$ cat src/hdl/hpwl_pkg.sv
`default_nettype none
package hpwl_pkg;

   localparam int TablePagesDefault = 32;
   localparam int MaxActions        = 32;
   localparam int PageW             = 52;
   localparam int ProtW             = 3;
   localparam int CountW            = 32;
   localparam int KeepW             = 6;

   localparam logic [ProtW-1:0]  NO_ACCESS   = 3'd0;
   localparam logic [ProtW-1:0]  WRITE_BIT   = 3'd2;
   localparam logic              SHARED_FLAG = 1'b1;
   localparam logic [CountW-1:0] COUNT_MAX   = '1;

   typedef enum logic [1:0] {
      MODE_TRACK     = 2'd0,
      MODE_UNTRACK   = 2'd1,
      MODE_REBALANCE = 2'd2,
      MODE_NOP       = 2'd3
   } mode_type;

   typedef enum logic [1:0] {
      KIND_ACK     = 2'd0,
      KIND_PROTECT = 2'd1,
      KIND_DONE    = 2'd2
   } kind_type;

   typedef enum logic [1:0] {
      STATUS_OK        = 2'd0,
      STATUS_FULL      = 2'd1,
      STATUS_NOT_FOUND = 2'd2
   } status_type;

   typedef enum logic [1:0] {
      ST_IDLE,
      ST_SCAN,
      ST_FIN
   } state_type;

   typedef struct packed {
      logic [PageW-1:0]  page;
      logic              shared;
      logic [ProtW-1:0]  orig_prot;
      logic [ProtW-1:0]  cur_prot;
      logic [CountW-1:0] count;
   } entry_type;

endpackage
`default_nettype wire

$ cat src/hdl/hpwl_if.sv
`default_nettype none
interface hpwl_req_if;
   logic        valid;
   logic        ready;
   logic [1:0]  mode;
   logic [51:0] page_number;
   logic        shared_mapping;
   logic [2:0]  page_prot;
   logic [5:0]  keep_count;
   logic [2:0]  lock_mask;

   modport source (output valid, mode, page_number, shared_mapping, page_prot, keep_count,
                   lock_mask, input ready);
   modport sink (input valid, mode, page_number, shared_mapping, page_prot, keep_count,
                 lock_mask, output ready);
endinterface

interface hpwl_rsp_if;
   logic        valid;
   logic        ready;
   logic [1:0]  kind;
   logic [51:0] out_page;
   logic [2:0]  new_prot;
   logic [1:0]  status;
   logic [5:0]  eligible_count;
   logic [31:0] page_count;
   logic        last;

   modport source (output valid, kind, out_page, new_prot, status, eligible_count,
                   page_count, last, input ready);
   modport sink (input valid, kind, out_page, new_prot, status, eligible_count,
                 page_count, last, output ready);
endinterface
`default_nettype wire

$ cat src/hdl/hpwl_table.sv
`default_nettype none
module hpwl_table #(
   parameter int TABLE_PAGES = hpwl_pkg::TablePagesDefault,
   localparam int IW = $clog2(TABLE_PAGES)
) (
   input  wire logic                clock,
   input  wire logic                wr_en,
   input  wire logic [IW-1:0]       wr_addr,
   input  wire hpwl_pkg::entry_type wr_data,
   input  wire logic                rd_en,
   input  wire logic [IW-1:0]       rd_addr,
   output      hpwl_pkg::entry_type rd_data
);
   import hpwl_pkg::*;

   entry_type mem [TABLE_PAGES];
   entry_type rd_data_ff;

   always_ff @(posedge clock) begin
      if (wr_en) begin
         mem[wr_addr] <= wr_data;
      end
      if (rd_en) begin
         rd_data_ff <= mem[rd_addr];
      end
   end

   assign rd_data = rd_data_ff;
endmodule
`default_nettype wire

$ cat src/hdl/hot_page_write_lock_policy_unit.sv
// page write-lock policy table
// req_bus takes one command beat: track, untrack or rebalance. rsp_bus returns
// result beats; the final beat of a command has last set.
// the entry data sits in a single-port-read, single-port-write memory; every
// command sweeps all TABLE_PAGES entries, one read per cycle, then takes a
// finish step.
// track and untrack: one sweep, one ack beat.
// rebalance: one sweep per ranked page plus a final sweep, so E+1 sweeps
// for E eligible pages; each sweep finds the next maximum (count, then page
// number) and may emit one protect beat.
// the single memory read port sets the one-entry-per-cycle sweep.
// one command is worked at a time; req_bus is ready whenever the sequencer
// is idle, even if the last result still waits in the output register.
// when rsp_bus stalls the sequencer holds before emitting its next beat.
// reset clears all valid bits and the sequencer; no clearing pass is needed.
`default_nettype none
module hot_page_write_lock_policy_unit #(
   parameter int TABLE_PAGES = hpwl_pkg::TablePagesDefault
) (
   input wire logic  clock,
   input wire logic  reset,
   hpwl_req_if.sink   req_bus,
   hpwl_rsp_if.source rsp_bus
);
   import hpwl_pkg::*;

   localparam int IW = $clog2(TABLE_PAGES);
   localparam int CW = $clog2(TABLE_PAGES + 1);

   state_type state_ff, state_in;
   logic [TABLE_PAGES-1:0] valid_ff, valid_in;
   logic [TABLE_PAGES-1:0] ranked_ff, ranked_in;

   logic [1:0]        op_mode_ff, op_mode_in;
   logic [PageW-1:0]  op_page_ff, op_page_in;
   logic              op_shared_ff, op_shared_in;
   logic [ProtW-1:0]  op_prot_ff, op_prot_in;
   logic [KeepW-1:0]  op_keep_ff, op_keep_in;
   logic [ProtW-1:0]  op_mask_ff, op_mask_in;

   logic [CW-1:0]     iss_ff, iss_in;
   logic              rd_vld_ff, rd_vld_in;
   logic [IW-1:0]     rd_idx_ff, rd_idx_in;

   logic              found_ff, found_in;
   logic [IW-1:0]     hit_idx_ff, hit_idx_in;
   logic              free_ff, free_in;
   logic [IW-1:0]     free_idx_ff, free_idx_in;
   logic              best_ok_ff, best_ok_in;
   logic [IW-1:0]     best_idx_ff, best_idx_in;
   entry_type         best_ff, best_in;

   logic [KeepW-1:0]  elig_ff, elig_in;
   logic [KeepW-1:0]  rank_ff, rank_in;
   logic [KeepW-1:0]  act_ff, act_in;

   logic              rsp_valid_ff, rsp_valid_in;
   logic [1:0]        rsp_kind_ff, rsp_kind_in;
   logic [PageW-1:0]  rsp_page_ff, rsp_page_in;
   logic [ProtW-1:0]  rsp_prot_ff, rsp_prot_in;
   logic [1:0]        rsp_status_ff, rsp_status_in;
   logic [KeepW-1:0]  rsp_elig_ff, rsp_elig_in;
   logic [CountW-1:0] rsp_count_ff, rsp_count_in;
   logic              rsp_last_ff, rsp_last_in;

   logic              wr_en;
   logic [IW-1:0]     wr_addr;
   entry_type         wr_data;
   logic              rd_en;
   entry_type         rd_data;

   logic              accept;
   logic              slot_free;
   logic              ent_valid;
   logic              ent_elig;
   logic              better;
   entry_type         upd;

   hpwl_table #(.TABLE_PAGES(TABLE_PAGES)) u_table (
      .clock   (clock),
      .wr_en   (wr_en),
      .wr_addr (wr_addr),
      .wr_data (wr_data),
      .rd_en   (rd_en),
      .rd_addr (iss_ff[IW-1:0]),
      .rd_data (rd_data)
   );

   assign req_bus.ready = (state_ff == ST_IDLE);
   assign accept        = req_bus.valid && (state_ff == ST_IDLE);
   assign slot_free     = !rsp_valid_ff || rsp_bus.ready;
   assign rd_en         = (state_ff == ST_SCAN) && (iss_ff < CW'(TABLE_PAGES));

   assign ent_valid = valid_ff[rd_idx_ff];
   assign ent_elig  = ent_valid && (rd_data.shared != SHARED_FLAG) &&
                      ((rd_data.orig_prot & WRITE_BIT) != NO_ACCESS);
   assign better    = !best_ok_ff || (rd_data.count > best_ff.count) ||
                      ((rd_data.count == best_ff.count) && (rd_data.page > best_ff.page));

   always_comb begin
      state_in      = state_ff;
      valid_in      = valid_ff;
      ranked_in     = ranked_ff;
      op_mode_in    = op_mode_ff;
      op_page_in    = op_page_ff;
      op_shared_in  = op_shared_ff;
      op_prot_in    = op_prot_ff;
      op_keep_in    = op_keep_ff;
      op_mask_in    = op_mask_ff;
      iss_in        = iss_ff;
      rd_vld_in     = rd_en;
      rd_idx_in     = iss_ff[IW-1:0];
      found_in      = found_ff;
      hit_idx_in    = hit_idx_ff;
      free_in       = free_ff;
      free_idx_in   = free_idx_ff;
      best_ok_in    = best_ok_ff;
      best_idx_in   = best_idx_ff;
      best_in       = best_ff;
      elig_in       = elig_ff;
      rank_in       = rank_ff;
      act_in        = act_ff;
      rsp_valid_in  = rsp_valid_ff && !rsp_bus.ready;
      rsp_kind_in   = rsp_kind_ff;
      rsp_page_in   = rsp_page_ff;
      rsp_prot_in   = rsp_prot_ff;
      rsp_status_in = rsp_status_ff;
      rsp_elig_in   = rsp_elig_ff;
      rsp_count_in  = rsp_count_ff;
      rsp_last_in   = rsp_last_ff;
      wr_en         = 1'b0;
      wr_addr       = best_idx_ff;
      wr_data       = best_ff;
      upd           = best_ff;

      case (state_ff)
         ST_IDLE: begin
            if (accept) begin
               op_mode_in   = req_bus.mode;
               op_page_in   = req_bus.page_number;
               op_shared_in = req_bus.shared_mapping;
               op_prot_in   = req_bus.page_prot;
               op_keep_in   = req_bus.keep_count;
               op_mask_in   = req_bus.lock_mask;
               ranked_in    = '0;
               elig_in      = '0;
               rank_in      = '0;
               act_in       = '0;
               iss_in       = '0;
               found_in     = 1'b0;
               free_in      = 1'b0;
               best_ok_in   = 1'b0;
               state_in     = ST_SCAN;
            end
         end
         ST_SCAN: begin
            if (rd_en) begin
               iss_in = iss_ff + CW'(1);
            end
            if (rd_vld_ff) begin
               if (ent_valid && (rd_data.page == op_page_ff) && !found_ff) begin
                  found_in   = 1'b1;
                  hit_idx_in = rd_idx_ff;
               end
               if (!ent_valid && !free_ff) begin
                  free_in     = 1'b1;
                  free_idx_in = rd_idx_ff;
               end
               if (ent_elig && (rank_ff == '0)) begin
                  elig_in = elig_ff + KeepW'(1);
               end
               if (ent_elig && !ranked_ff[rd_idx_ff] && better) begin
                  best_ok_in  = 1'b1;
                  best_idx_in = rd_idx_ff;
                  best_in     = rd_data;
               end
            end
            if (!rd_en && !rd_vld_ff) begin
               state_in = ST_FIN;
            end
         end
         ST_FIN: begin
            if (slot_free) begin
               rsp_kind_in   = KIND_ACK;
               rsp_page_in   = '0;
               rsp_prot_in   = NO_ACCESS;
               rsp_status_in = STATUS_OK;
               rsp_elig_in   = '0;
               rsp_count_in  = '0;
               rsp_last_in   = 1'b1;
               state_in      = ST_IDLE;
               case (op_mode_ff)
                  MODE_TRACK: begin
                     rsp_valid_in = 1'b1;
                     if (found_ff || free_ff) begin
                        wr_en             = 1'b1;
                        wr_addr           = found_ff ? hit_idx_ff : free_idx_ff;
                        wr_data.page      = op_page_ff;
                        wr_data.shared    = op_shared_ff;
                        wr_data.orig_prot = op_prot_ff;
                        wr_data.cur_prot  = op_prot_ff;
                        wr_data.count     = '0;
                        valid_in[wr_addr] = 1'b1;
                     end else begin
                        rsp_status_in = STATUS_FULL;
                     end
                  end
                  MODE_UNTRACK: begin
                     rsp_valid_in = 1'b1;
                     if (found_ff) begin
                        valid_in[hit_idx_ff] = 1'b0;
                     end else begin
                        rsp_status_in = STATUS_NOT_FOUND;
                     end
                  end
                  MODE_REBALANCE: begin
                     if (!best_ok_ff) begin
                        rsp_valid_in = 1'b1;
                        rsp_kind_in  = KIND_DONE;
                        rsp_elig_in  = elig_ff;
                     end else begin
                        ranked_in[best_idx_ff] = 1'b1;
                        rank_in    = rank_ff + KeepW'(1);
                        iss_in     = '0;
                        best_ok_in = 1'b0;
                        state_in   = ST_SCAN;
                        if (act_ff < KeepW'(MaxActions)) begin
                           if (rank_ff < op_keep_ff) begin
                              if ((best_ff.cur_prot & WRITE_BIT) == NO_ACCESS) begin
                                 upd.cur_prot = best_ff.orig_prot;
                                 if (best_ff.count != COUNT_MAX) begin
                                    upd.count = best_ff.count + CountW'(1);
                                 end
                                 wr_en = 1'b1;
                              end
                           end else if ((best_ff.cur_prot & WRITE_BIT) != NO_ACCESS) begin
                              upd.cur_prot = best_ff.orig_prot & ~op_mask_ff;
                              wr_en        = 1'b1;
                           end
                        end
                        wr_data = upd;
                        if (wr_en) begin
                           act_in       = act_ff + KeepW'(1);
                           rsp_valid_in = 1'b1;
                           rsp_kind_in  = KIND_PROTECT;
                           rsp_page_in  = upd.page;
                           rsp_prot_in  = upd.cur_prot;
                           rsp_count_in = upd.count;
                           rsp_last_in  = 1'b0;
                        end
                     end
                  end
                  default: begin
                     rsp_valid_in = 1'b1;
                  end
               endcase
            end
         end
         default: begin
            state_in = ST_IDLE;
         end
      endcase
   end

   always_ff @(posedge clock) begin
      if (reset) begin
         state_ff     <= ST_IDLE;
         valid_ff     <= '0;
         rd_vld_ff    <= 1'b0;
         rsp_valid_ff <= 1'b0;
      end else begin
         state_ff     <= state_in;
         valid_ff     <= valid_in;
         rd_vld_ff    <= rd_vld_in;
         rsp_valid_ff <= rsp_valid_in;
      end
   end

   always_ff @(posedge clock) begin
      ranked_ff     <= ranked_in;
      op_mode_ff    <= op_mode_in;
      op_page_ff    <= op_page_in;
      op_shared_ff  <= op_shared_in;
      op_prot_ff    <= op_prot_in;
      op_keep_ff    <= op_keep_in;
      op_mask_ff    <= op_mask_in;
      iss_ff        <= iss_in;
      rd_idx_ff     <= rd_idx_in;
      found_ff      <= found_in;
      hit_idx_ff    <= hit_idx_in;
      free_ff       <= free_in;
      free_idx_ff   <= free_idx_in;
      best_ok_ff    <= best_ok_in;
      best_idx_ff   <= best_idx_in;
      best_ff       <= best_in;
      elig_ff       <= elig_in;
      rank_ff       <= rank_in;
      act_ff        <= act_in;
      rsp_kind_ff   <= rsp_kind_in;
      rsp_page_ff   <= rsp_page_in;
      rsp_prot_ff   <= rsp_prot_in;
      rsp_status_ff <= rsp_status_in;
      rsp_elig_ff   <= rsp_elig_in;
      rsp_count_ff  <= rsp_count_in;
      rsp_last_ff   <= rsp_last_in;
   end

   assign rsp_bus.valid          = rsp_valid_ff;
   assign rsp_bus.kind           = rsp_kind_ff;
   assign rsp_bus.out_page       = rsp_page_ff;
   assign rsp_bus.new_prot       = rsp_prot_ff;
   assign rsp_bus.status         = rsp_status_ff;
   assign rsp_bus.eligible_count = rsp_elig_ff;
   assign rsp_bus.page_count     = rsp_count_ff;
   assign rsp_bus.last           = rsp_last_ff;

   a_read_in_scan: assert property (@(posedge clock) disable iff (reset)
      rd_vld_ff |-> $past(state_ff == ST_SCAN))
      else $error("memory read data outside a sweep");

   a_write_in_fin: assert property (@(posedge clock) disable iff (reset)
      wr_en |-> (state_ff == ST_FIN) && slot_free)
      else $error("table write outside the finish step");

   a_accept_starts_scan: assert property (@(posedge clock) disable iff (reset)
      accept |=> (state_ff == ST_SCAN))
      else $error("accepted command did not start a sweep");

   a_action_limit: assert property (@(posedge clock) disable iff (reset)
      (state_ff != ST_IDLE) |-> (act_ff <= KeepW'(MaxActions)))
      else $error("protect action count over limit");

   a_emit_slot: assert property (@(posedge clock) disable iff (reset)
      (rsp_valid_ff && !rsp_bus.ready) |=> $stable(rsp_page_ff) && $stable(rsp_kind_ff))
      else $error("stalled result overwritten");
endmodule
`default_nettype wire

$ cat src/flat_wrapper.sv
// flat-port wrapper written by rule: the top's interface ports become plain ports
module hot_page_write_lock_policy_unit_flat import hpwl_pkg::*;
#(
   parameter int TABLE_PAGES = hpwl_pkg::TablePagesDefault
)
  (clock, reset, req_bus_valid, req_bus_mode, req_bus_page_number, req_bus_shared_mapping, req_bus_page_prot, req_bus_keep_count, req_bus_lock_mask, req_bus_ready, rsp_bus_valid, rsp_bus_kind, rsp_bus_out_page, rsp_bus_new_prot, rsp_bus_status, rsp_bus_eligible_count, rsp_bus_page_count, rsp_bus_last, rsp_bus_ready);
  hpwl_req_if req_bus_i ();
  hpwl_rsp_if rsp_bus_i ();
  input wire logic clock;
  input wire logic reset;
  input wire logic [$bits(req_bus_i.valid)-1:0] req_bus_valid;
  input wire logic [$bits(req_bus_i.mode)-1:0] req_bus_mode;
  input wire logic [$bits(req_bus_i.page_number)-1:0] req_bus_page_number;
  input wire logic [$bits(req_bus_i.shared_mapping)-1:0] req_bus_shared_mapping;
  input wire logic [$bits(req_bus_i.page_prot)-1:0] req_bus_page_prot;
  input wire logic [$bits(req_bus_i.keep_count)-1:0] req_bus_keep_count;
  input wire logic [$bits(req_bus_i.lock_mask)-1:0] req_bus_lock_mask;
  output wire logic [$bits(req_bus_i.ready)-1:0] req_bus_ready;
  output wire logic [$bits(rsp_bus_i.valid)-1:0] rsp_bus_valid;
  output wire logic [$bits(rsp_bus_i.kind)-1:0] rsp_bus_kind;
  output wire logic [$bits(rsp_bus_i.out_page)-1:0] rsp_bus_out_page;
  output wire logic [$bits(rsp_bus_i.new_prot)-1:0] rsp_bus_new_prot;
  output wire logic [$bits(rsp_bus_i.status)-1:0] rsp_bus_status;
  output wire logic [$bits(rsp_bus_i.eligible_count)-1:0] rsp_bus_eligible_count;
  output wire logic [$bits(rsp_bus_i.page_count)-1:0] rsp_bus_page_count;
  output wire logic [$bits(rsp_bus_i.last)-1:0] rsp_bus_last;
  input wire logic [$bits(rsp_bus_i.ready)-1:0] rsp_bus_ready;
  assign req_bus_i.valid = req_bus_valid;
  assign req_bus_i.mode = req_bus_mode;
  assign req_bus_i.page_number = req_bus_page_number;
  assign req_bus_i.shared_mapping = req_bus_shared_mapping;
  assign req_bus_i.page_prot = req_bus_page_prot;
  assign req_bus_i.keep_count = req_bus_keep_count;
  assign req_bus_i.lock_mask = req_bus_lock_mask;
  assign req_bus_ready = req_bus_i.ready;
  assign rsp_bus_valid = rsp_bus_i.valid;
  assign rsp_bus_kind = rsp_bus_i.kind;
  assign rsp_bus_out_page = rsp_bus_i.out_page;
  assign rsp_bus_new_prot = rsp_bus_i.new_prot;
  assign rsp_bus_status = rsp_bus_i.status;
  assign rsp_bus_eligible_count = rsp_bus_i.eligible_count;
  assign rsp_bus_page_count = rsp_bus_i.page_count;
  assign rsp_bus_last = rsp_bus_i.last;
  assign rsp_bus_i.ready = rsp_bus_ready;
  hot_page_write_lock_policy_unit #(.TABLE_PAGES(TABLE_PAGES)) u_core (.clock(clock), .reset(reset), .req_bus(req_bus_i), .rsp_bus(rsp_bus_i));
endmodule
$ cat config.mk
export PLATFORM = sky130hd
export DESIGN_NAME = hot_page_write_lock_policy_unit_flat
export DESIGN_NICKNAME = d
export VERILOG_FILES = /design/src/hdl/hpwl_pkg.sv /design/src/hdl/hpwl_if.sv /design/src/hdl/hpwl_table.sv /design/src/hdl/hot_page_write_lock_policy_unit.sv /design/src/flat_wrapper.sv
export SDC_FILE = /design/constraint.sdc
export NUM_CORES = 2
export LEC_CHECK = 0
export BUFFER_PORTS_ARGS = -buffer_cell sky130_fd_sc_hd__buf_4
export CORE_ASPECT_RATIO = 2
export CORE_UTILIZATION = 56
export DETAILED_ROUTE_END_ITERATION = 8
export PLACE_DENSITY_LB_ADDON = 0.1
export SYNTH_ARGS = -nofsm -noshare
export SYNTH_HDL_FRONTEND = slang
export SYNTH_SLANG_ARGS = --single-unit
export TNS_END_PERCENT = 10
$ cat constraint.sdc
create_clock -name clock -period 7.6 [get_ports clock]
set_input_delay 1.14 -clock clock [delete_from_list [all_inputs] [get_ports clock]]
set_output_delay 1.14 -clock clock [all_outputs]
set_load 0.02 [all_outputs]
==> results.md <==
* IO Pins at 171
* Dpl cells at 8923
* Dpl ws at between 2 and 2.5 ns
* Synthesized area at 0.129 mm2
* Final Max Slew Viols at 0
* Hold WC Path Type: register to register
* Leading area contributor after synthesis: edfxtp_1
* Max Buffers Root-to-Sink at 4
* Synthesized area per cell at between 20 and 25 um2
* Clock-pin slew on the worst setup and hold paths at 0.07 ns
* Cells after synthesis at 5845
* Number of port buffers at 170
* Die area at 0.232 mm2
* Status: finished clean
* Seq/Total Area, Yosys at 0.767
* PD cells at 272 mW/mm2
* Hold_buf cts at 0
* Slew @ Worst Pin at 1.34 ns
* Die outline height at 680 um
* CP Class: register to register
* Dpl hpwl at 202000 um
* Clock Root Buffer: clkbuf_16
* Commonest cells post-synth: 3265 x edfxtp_1, 904 x mux4_2, 209 x nor2_1
* Vias per cell at 6.69
* Filler instances at 15500
* Via Count at roughly 63000
* Syn Nets at 6011
* WP data required at 8.06 ns
* Layout net count at 6380
* Area post-placement at between 0.1 and 0.15 mm2
* Synth area leaders: edfxtp_1 76%, mux4_2 16%, ha_1 0.92%, mux2_2 0.80%, dfxtp_1 0.64%
* Pre-Repair DR Iteration Count at 6
* Total Routing Usage GR at 0.308
* Yosys warns at 0
* Predominant post-synthesis flop cell: edfxtp_1
* FFs w/ async S/R, synth at 0
* Max VDD drop at 0.238 mV
* GPL Wtd Cong at around 0.91
* Drt total wl at 353000 um
* Die width at about 340 um
* Routed len/inst at between 30 and 40 um
* Max-capacitance violation count at 0
* CP Capture Type: register
* Crit Path Max Fanout at 48
* 1st-iter DRT viols at 8025
* CORE AREA at 0.228 mm2
* Final Non-Filler Cells at 9427
* Power, Total at 39.2 mW
* Final worst path period need at between 5 and 6 ns
* Share of post-route cells with drive strength above 1 at 0.292
* CTS tree: done
* Setup violators final at 0
* Top-area cell type share of the netlist area at 0.761
* RSZ-0062 raised after global routing: false
* Critical path data arrival time at 5.65 ns
* Core Util, Final at 0.632
* Headroom to the max-slew limit at 0.106
* First-pass GRT wire length at 494000 um
* EDFF count, synth at 3265
* Remaining DRCs at 0
* Final hold slack at 0.443 ns
* Total negative slack at 0 ns
* Cell with the most instances after synthesis: edfxtp_1
* Final Cycle Share at 0.684
* Fmax at 0.192 GHz
* Hold Vio Cnt, Final at 0
* Post-layout worst setup margin at 2.40 ns
* Initial antenna violation count at 22
* Post-CTS setup buffers at 0
* H-tree Lvls at 5
* Initial Util at 0.564
* Largest net degree at the start of global routing at 147
* Cts bufs inserted at 288
* Clock Latency Late Sink at ~0.85 ns
* CTS Sinks at 3306
* Leakage power at about 45 nW
* Antenna Nets Post-Route at 0
* Total gr overflow at 0
* Synthesis-to-finish area growth at 12.0%
* Startpoint Class: register
* Final Cell Area at 0.144 mm2
* Cts repair resizes at 0
* Vias in the first global route at 64700
* Yosys reg bits at 3306
* Synth cell types at 81
* Clock skew at 0.0446 ns
* Rows at 248
## where the power goes
part	switching (mW)	leakage (nW)	internal (mW)	total [mW]
clock	6.49	4.43	8.09	14.6
sequential	0.200	29.9	20.1	20.3
combinational	2.33	11.0	2.04	4.37
total	9.02	45.4	30.2	39.2
## critical path, cell delays in order (launching register included)
cell and delay, ns:
edfxtp_1 0.90, nor2_1 0.08, nor2_1 0.57, nand2_2 0.67, nor2_1 0.71, a21o_1 0.15, o211ai_1 0.12, buf_4 0.26
nor2_4 0.77, buf_12 0.42
## cell families after synthesis
family | after synthesis | synth area share
AO/OA/AOI/OAI | 342 | 0.0155
AND/OR/NAND/NOR | 607 | 0.0227
adder cells (fa/ha/maj) | 95 | 0.00922
flip-flops | 3306 | 0.767
buffers and inverters | 400 | 0.0127
XOR/XNOR | 85 | 0.00578
multiplexers | 1010 | 0.167
## cell usage in the layout (no fill, tap or decap), types with 40 or more instances in the layout
cell / n
mux4_2: 904
clkinv_1: 60
clkbuf_16: 299
nor2_1: 175
dfxtp_1: 41
ha_1: 95
o21ai_0: 53
nand2_1: 161
buf_4: 321
clkinv_2: 46
inv_1: 113
nand4_1: 44
a21oi_1: 128
xnor2_1: 56
clkbuf_1: 51
mux2_2: 92
edfxtp_1: 3265
buf_12: 40
## registers in the layout, indices dropped and copies added (netlist names), 6 cells and up
register and flops:
u_core.elig_ff 6, u_core.valid_ff 32, u_core.u_table.mem 2848, u_core.op_keep_ff 6, u_core.ranked_ff 32, u_core.rank_ff 6
u_core.best_ff 89, u_core.rsp_bus.eligible_count 6, u_core.iss_ff 6, u_core.op_page_ff 52, u_core.rsp_bus.out_page 52, u_core.rsp_bus.page_count 32
u_core.act_ff 6, u_core.u_table.rd_data 89
## final cells by class
class,count,area [um2],share of cell area
Antenna cell,4,10.0,0.0000693
Clock buffer,351,7690,0.0532
Clock inverter,148,1370,0.00947
Inverter,116,440,0.00305
Multi-Input combinational cell,2139,29100,0.201
Sequential cell,3306,98900,0.685
Tap cell,3000,3750,0.0260
Timing Repair Buffer,363,3230,0.0224
## metal layers
metal  vias to the layer above  GRT usage  share of wire  wire [um]
li1                      25100          -              -          -
met2                      3244      0.530           0.52     184000
met1                     34100      0.398           0.36     127000
met3                       627     0.0493          0.082      28900
met5                         -          0        0.00012         44
met4                         8      0.107          0.038      13500
## path summary, 6_finish.rpt
check | start | end | slack, ns | cells after the start
worst min-delay path | u_core.u_table.rd_data[37] | u_core.best_ff[37] | 0.44 | 0
worst min register to register | u_core.u_table.rd_data[37] | u_core.best_ff[37] | 0.44 | 0
worst max-delay path | u_core.found_ff | u_core.u_table.mem[3][60] | 2.40 | 9
worst max register to register | u_core.found_ff | u_core.u_table.mem[3][60] | 2.40 | 9
No activity file was read; power rests on OpenSTA's default activity.
